==> src/sv/hsc_pkg.sv <==
`timescale 1ns / 1ps
// ----------------------------------------------------------------------------
// hsc_pkg: shared types, constants and functions for the SECDED byte codec
// Codeword layout, status codes and the XOR-tree helpers used by the codec.
// ----------------------------------------------------------------------------
package hsc_pkg;

    localparam int DATA_W = 8;
    localparam int CW_W   = 13;
    localparam int SYN_W  = 4;
    localparam int STAT_W = 3;

    localparam logic [DATA_W-1:0] DOUBLE_ERR_BYTE = 8'h40;  // '@'
    localparam logic [SYN_W-1:0]  LAST_POS        = 4'd12;

    typedef enum logic {
        CMD_ENCODE = 1'b0,
        CMD_DECODE = 1'b1
    } cmd_t;

    typedef enum logic [STAT_W-1:0] {
        ST_CLEAN   = 3'd0,
        ST_SINGLE  = 3'd1,
        ST_PARITY  = 3'd2,
        ST_DOUBLE  = 3'd3,
        ST_INVALID = 3'd4
    } status_t;

    // XOR of the positions of all set bits among positions 1..12
    function automatic logic [SYN_W-1:0] syndrome_of(input logic [CW_W-1:0] w);
        logic [SYN_W-1:0] s;
        s = '0;
        for (int p = 1; p <= 12; p++)
        begin
            if (w[p-1])
            begin
                s = s ^ SYN_W'(p);
            end
        end
        return s;
    endfunction

    // Data bits 7..0 live at positions 3, 5, 6, 7, 9, 10, 11, 12
    function automatic logic [DATA_W-1:0] extract_byte(input logic [CW_W-1:0] w);
        return {w[2], w[4], w[5], w[6], w[8], w[9], w[10], w[11]};
    endfunction

    function automatic logic [CW_W-1:0] encode_byte(input logic [DATA_W-1:0] d);
        logic [CW_W-1:0]  w;
        logic [SYN_W-1:0] s;
        w = '0;
        w[2]  = d[7];
        w[4]  = d[6];
        w[5]  = d[5];
        w[6]  = d[4];
        w[8]  = d[3];
        w[9]  = d[2];
        w[10] = d[1];
        w[11] = d[0];
        s = syndrome_of(w);
        w[0]  = s[0];
        w[1]  = s[1];
        w[3]  = s[2];
        w[7]  = s[3];
        w[12] = ^w[11:0];
        return w;
    endfunction

endpackage

==> src/sv/hamming_secded_byte_codec_top.sv <==
`timescale 1ns / 1ps
// ----------------------------------------------------------------------------
// hamming_secded_byte_codec_top: extended Hamming (13,8) SECDED encode/decode
// Encodes a byte into a 13-bit codeword or decodes and corrects a codeword.
// ----------------------------------------------------------------------------
// Throughput: one beat per cycle; busy is never raised, set by the input
// register feeding one XOR-tree stage into the result register.
// Reset: rst_n asynchronously clears the valid pipeline; no result is in
// flight after reset. The receiver cannot stall; done marks each result.
module hamming_secded_byte_codec_top (
    input  logic                        clk,
    input  logic                        rst_n,
    input  logic                        start,
    output logic                        busy,
    input  logic                        command,
    input  logic [hsc_pkg::DATA_W-1:0]  data_in,
    input  logic [hsc_pkg::CW_W-1:0]    code_in,
    output logic                        done,
    output logic [hsc_pkg::CW_W-1:0]    code_out,
    output logic [hsc_pkg::DATA_W-1:0]  data_out,
    output logic [hsc_pkg::STAT_W-1:0]  status
);
    import hsc_pkg::*;

    // Input register stage
    logic                valid_reg;
    cmd_t                cmd_reg;
    logic [DATA_W-1:0]   data_reg;
    logic [CW_W-1:0]     code_reg;

    // Result register stage
    logic                done_reg;
    logic [CW_W-1:0]     code_out_reg;
    logic [DATA_W-1:0]   data_out_reg;
    status_t             status_reg;

    // Combinational results
    logic [CW_W-1:0]     code_out_next;
    logic [DATA_W-1:0]   data_out_next;
    status_t             status_next;

    logic [SYN_W-1:0]    syn;
    logic                consistent;
    logic [CW_W-1:0]     flip_mask;
    logic [CW_W-1:0]     fixed_word;

    // The codec never holds off a beat: every cycle can take a new item.
    assign busy = 1'b0;

    always_ff @(posedge clk or negedge rst_n)
    begin
        if (!rst_n)
        begin
            valid_reg <= 1'b0;
            done_reg  <= 1'b0;
        end
        else
        begin
            valid_reg <= start && !busy;
            done_reg  <= valid_reg;
        end
    end

    // Payload registers: capture on accept, advance on valid; no reset needed.
    always_ff @(posedge clk)
    begin
        if (start && !busy)
        begin
            cmd_reg  <= cmd_t'(command);
            data_reg <= data_in;
            code_reg <= code_in;
        end
        if (valid_reg)
        begin
            code_out_reg <= code_out_next;
            data_out_reg <= data_out_next;
            status_reg   <= status_next;
        end
    end

    // Syndrome and overall parity check on the received word
    always_comb
    begin
        syn        = syndrome_of(code_reg);
        consistent = ((^code_reg[CW_W-2:0]) == code_reg[CW_W-1]);
        // One-hot flip for syndromes 1..12; 13..15 decode to no flip.
        flip_mask  = '0;
        for (int p = 1; p <= 12; p++)
        begin
            flip_mask[p-1] = (syn == SYN_W'(p));
        end
        fixed_word = code_reg ^ flip_mask;
    end

    // Result selection: order of checks decides the status
    always_comb
    begin
        code_out_next = code_reg;
        data_out_next = extract_byte(code_reg);
        status_next   = ST_CLEAN;
        if (cmd_reg == CMD_ENCODE)
        begin
            code_out_next = encode_byte(data_reg);
            data_out_next = '0;
            status_next   = ST_CLEAN;
        end
        else
        begin
            priority if (consistent && syn != '0)
            begin
                data_out_next = DOUBLE_ERR_BYTE;
                status_next   = ST_DOUBLE;
            end
            else if (consistent)
            begin
                status_next = ST_CLEAN;
            end
            else if (syn == '0)
            begin
                // Only the overall parity bit is off; leave it as received.
                status_next = ST_PARITY;
            end
            else if (syn <= LAST_POS)
            begin
                code_out_next = fixed_word;
                data_out_next = extract_byte(fixed_word);
                status_next   = ST_SINGLE;
            end
            else
            begin
                // Syndrome points past the codeword: pass the data through.
                status_next = ST_INVALID;
            end
        end
    end

    assign done     = done_reg;
    assign code_out = code_out_reg;
    assign data_out = data_out_reg;
    assign status   = status_reg;

    // Every accepted beat yields exactly one result, marked by done.
    a_one_result: assert property (@(posedge clk) disable iff (!rst_n)
        (start && !busy) |=> ##1 done)
        else $error("accepted beat produced no result");

    a_no_spurious: assert property (@(posedge clk) disable iff (!rst_n)
        !valid_reg |=> !done)
        else $error("result strobe without an accepted beat");

    // An encoded word must itself decode clean.
    a_encode_clean: assert property (@(posedge clk) disable iff (!rst_n)
        (valid_reg && cmd_reg == CMD_ENCODE) |=>
        (done && status == ST_CLEAN && data_out == '0 &&
         syndrome_of(code_out) == '0 && (^code_out) == 1'b0))
        else $error("encoded codeword is not a clean codeword");

    // A corrected word must come out with a zero syndrome.
    a_single_fixed: assert property (@(posedge clk) disable iff (!rst_n)
        (done && status == ST_SINGLE) |-> (syndrome_of(code_out) == '0))
        else $error("single-error correction left a nonzero syndrome");

endmodule

==> config.mk <==
export PLATFORM = sky130hd
export DESIGN_NAME = hamming_secded_byte_codec_top
export DESIGN_NICKNAME = d
export VERILOG_FILES = /design/src/sv/hsc_pkg.sv /design/src/sv/hamming_secded_byte_codec_top.sv
export SDC_FILE = /design/constraint.sdc
export NUM_CORES = 1
export LEC_CHECK = 0
export BUFFER_PORTS_ARGS = -buffer_cell sky130_fd_sc_hd__buf_4
export CORE_MARGIN = 2
export CORE_UTILIZATION = 32
export DETAILED_ROUTE_END_ITERATION = 16
export PLACE_DENSITY = 0.61
export REMOVE_ABC_BUFFERS = 1
export SKIP_LAST_GASP = 1
export SYNTH_ARGS = -nofsm -noshare
export SYNTH_HDL_FRONTEND = slang
export SYNTH_SLANG_ARGS = --single-unit
export TNS_END_PERCENT = 10
==> constraint.sdc <==
create_clock -name clk -period 4.1 [get_ports clk]
set_clock_uncertainty 0.15 [all_clocks]
set_input_delay 0 -clock clk [delete_from_list [all_inputs] [get_ports clk]]
set_output_delay 0 -clock clk [all_outputs]
set_load 0.01 [all_outputs]
==> impl_metrics.ini <==
[clocking]
cts_made_buffers = 5
cts_sinks = 48
cts_tree = yes
path_clk_slew_ps = 100
insertion_delay_ps = 310
clock_path_buffers = 2
postCtsResizedCells = 0
htree_levels = 2
root_buffer = clkbuf_8

[grt]
grt_usage_pct = 13.0
grt_pass1_vias = 1758
grt_first_pass_wirelength_um = 8620
grt_max_degree = 33
antenna_found_initial = 0
grt_remaining_overflow = 0

[synthesis]
ys_top_cells_by_count = 46 x edfxtp_1, 19 x xnor2_1, 13 x nand2_1, 12 x or3_1
synth-async-reset-ratio_pct = 4.17
ys_warn_count = 0
netlist_instances = 208
synth_ff_type = edfxtp_1
synthesis.area_um2 = 2570
ys_seq_area_share_pct = 55.8
synth_area_leaders = edfxtp_1 54%, xnor2_1 6.5%, or3_1 2.9%
netlist.area_leader.share_pct = 53.8
yosysTopAreaCell = edfxtp_1
synth_seq_cells = 48
yosysMostFrequentCell = edfxtp_1
synth_cell_types = 39
syn_avg_cell_area_um2 = 12.3
synth-edff-count = 46

[pwr]
p_leak_uw = 0.00126
p_per_area_nw_per_um2 = 475
ir_drop_mv = 0.186

[floorplanning]
pin_count = 51
dieHeight_um = 93.6
initial_core_util_pct = 33.0
dieWidth_um = 93.6
rows = 32
core_um2 = 7770
dieArea_um2 = 8750

[setup_path]
cpMaxStageDelayCell = edfxtp_1
max_stage_delay_ps = 520
worstPathCellList = xnor2_2 > xnor3_1 > nor2_1 > o21ai_0 > ha_1 > or3_1 > or3_1 > a31oi_1
worst-setup-path-type = reg -> reg
rrSetupSlack_ps = 560
worst-path-buf-inv = 0
crit_top_cell = or3_1
start_kind = flop
worst_r2r_path_depth = 8
end_kind = flop
cp_max_fo = 9
crit_required_ps = 4100
cp_top_family = simple AND/OR/NAND/NOR gates
crit_arrival_ps = 3550
regToRegStartpoint = code_reg[2]$_DFFE_PP_
r2r-end = code_out[1]$_DFFE_PP_

[worst_hold_path]
hold_end = code_reg[9]$_DFFE_PP_
hold_class = in -> reg
hp-start = code_in[9]
whs_path_depth = 2

[detailed_routing]
wl_per_cell_um = 14.1
wirelength_um = 5470
firstDrtPassIters = 4
antenna_left = 0
drt_iter0_drc = 109
vias_per_cell = 4.75
num_vias = 1839
drc_errors = 0

[timing]
final_max_slew_viol_count = 0
finalHoldViolCount = 0
fin_tns_setup_ps = 0
fmax_mhz = 282
min_period_ps = 3540
holdWs_ps = 249
worst_pin_slew_ps = 1010
max-slew-margin-rel_pct = 32.8
finalSetupViolations = 0
grt_setup_unrepaired = false
fin_crit_sh_pct = 86.4

[flow_run]
max_cap_viol_count = 0

[cells_and_area]
areaGrowthSynthToFinish_pct = 31.8
n_antenna_cell = 0
finalNetCount = 311
nFillCells = 723
drive_above_1_share_pct = 24.2
design_area_um2 = 3380

[place]
dpl-instance-area_um2 = 3040
hpwl_um = 4020
io_buffers = 49
place_congestion = 0.856

[run_status]
status = finished, final reports clean
## logic make-up after synthesis
kind of cell | share of synthesized area, %
and+or+nand+nor | 15.1
DFF | 55.8
AOI/OAI and AO/OA | 8.48
xor gates and xnor gates | 16.4
buffers and inverters | 1.95
muxes | 1.17
adders and majority gates | 0.975
other | 0.146
## stage by stage
step / util, % / worst slack, ps / power (µW) / instances
6_report: 43.5 / 557 / 1610 / 387
5_1_grt: 43.5 / 384 / 1700 / 387
4_1_cts: 43.5 / 567 / 1610 / 387
3_5_place_dp: 39.1 / 609 / 1300 / 354
3_3_place_gp: 39.1 / 735 / 1290 / 354
2_1_floorplan: - / 954 / 1090 / 201
## placed cells by master, fill, tap and decap left out, types with 8 or more instances in the layout
master | netlist | layout
a21oi_1 | 9 | 9
a31oi_1 | 8 | 8
buf_4 | 1 | 51
dlygate4sd3_1 | 0 | 25
edfxtp_1 | 46 | 46
nand2_1 | 13 | 13
nor2_1 | 10 | 10
nor3_1 | 9 | 9
o21ai_0 | 10 | 10
or3_1 | 12 | 12
xnor2_1 | 19 | 19
## routing by layer
| metal | track usage [%] | share of wire (%) | up-vias | routed length [µm] |
|---|---|---|---|---|
| li1 | - | - | 913 | - |
| met1 | 17.4 | 46 | 871 | 2520 |
| met2 | 21.1 | 47 | 48 | 2600 |
| met3 | 2.82 | 4.7 | 7 | 256 |
| met4 | 4.23 | 1.8 | 0 | 101 |
| met5 | 0 | 0 | - | 0 |
## cell type report
class / instances / area, µm² / area share [%]
inverters: 3 / 11.3 / 0.333
multi-input cells: 150 / 1080 / 32.1
clock inverters: 3 / 25.0 / 0.740
repair buffers: 76 / 633 / 18.7
clock buffers: 5 / 68.8 / 2.03
flip-flops and latches: 48 / 1430 / 42.3
well taps: 102 / 128 / 3.77
## power breakdown
| part | total (µW) | switching (µW) | internal [µW] |
|---|---|---|---|
| Combinational | 634 | 342 | 292 |
| Sequential | 675 | 48.9 | 626 |
| Clock | 297 | 173 | 124 |
## worst max-delay path by stage
stage | slack (ps) | to | start | depth (start not counted)
5_1_grt | 380 | code_out[3]$_DFFE_PP_ | code_reg[4]$_DFFE_PP_ | 8
2_1_floorplan | 950 | code_out[1]$_DFFE_PP_ | code_reg[10]$_DFFE_PP_ | 8
4_1_cts | 570 | code_out[1]$_DFFE_PP_ | code_reg[2]$_DFFE_PP_ | 8
3_3_place_gp | 730 | code_out[5]$_DFFE_PP_ | code_reg[2]$_DFFE_PP_ | 8
3_5_place_dp | 610 | code_out[1]$_DFFE_PP_ | code_reg[10]$_DFFE_PP_ | 8
6_report | 560 | code_out[1]$_DFFE_PP_ | code_reg[2]$_DFFE_PP_ | 8
## timing repair
item | in CTS | in global routing
endpoints found under the hold margin | 47 | 0
hold buffers | 25 | 0
buffers inserted | 0 | 0
(Power assumes the default switching activity.)
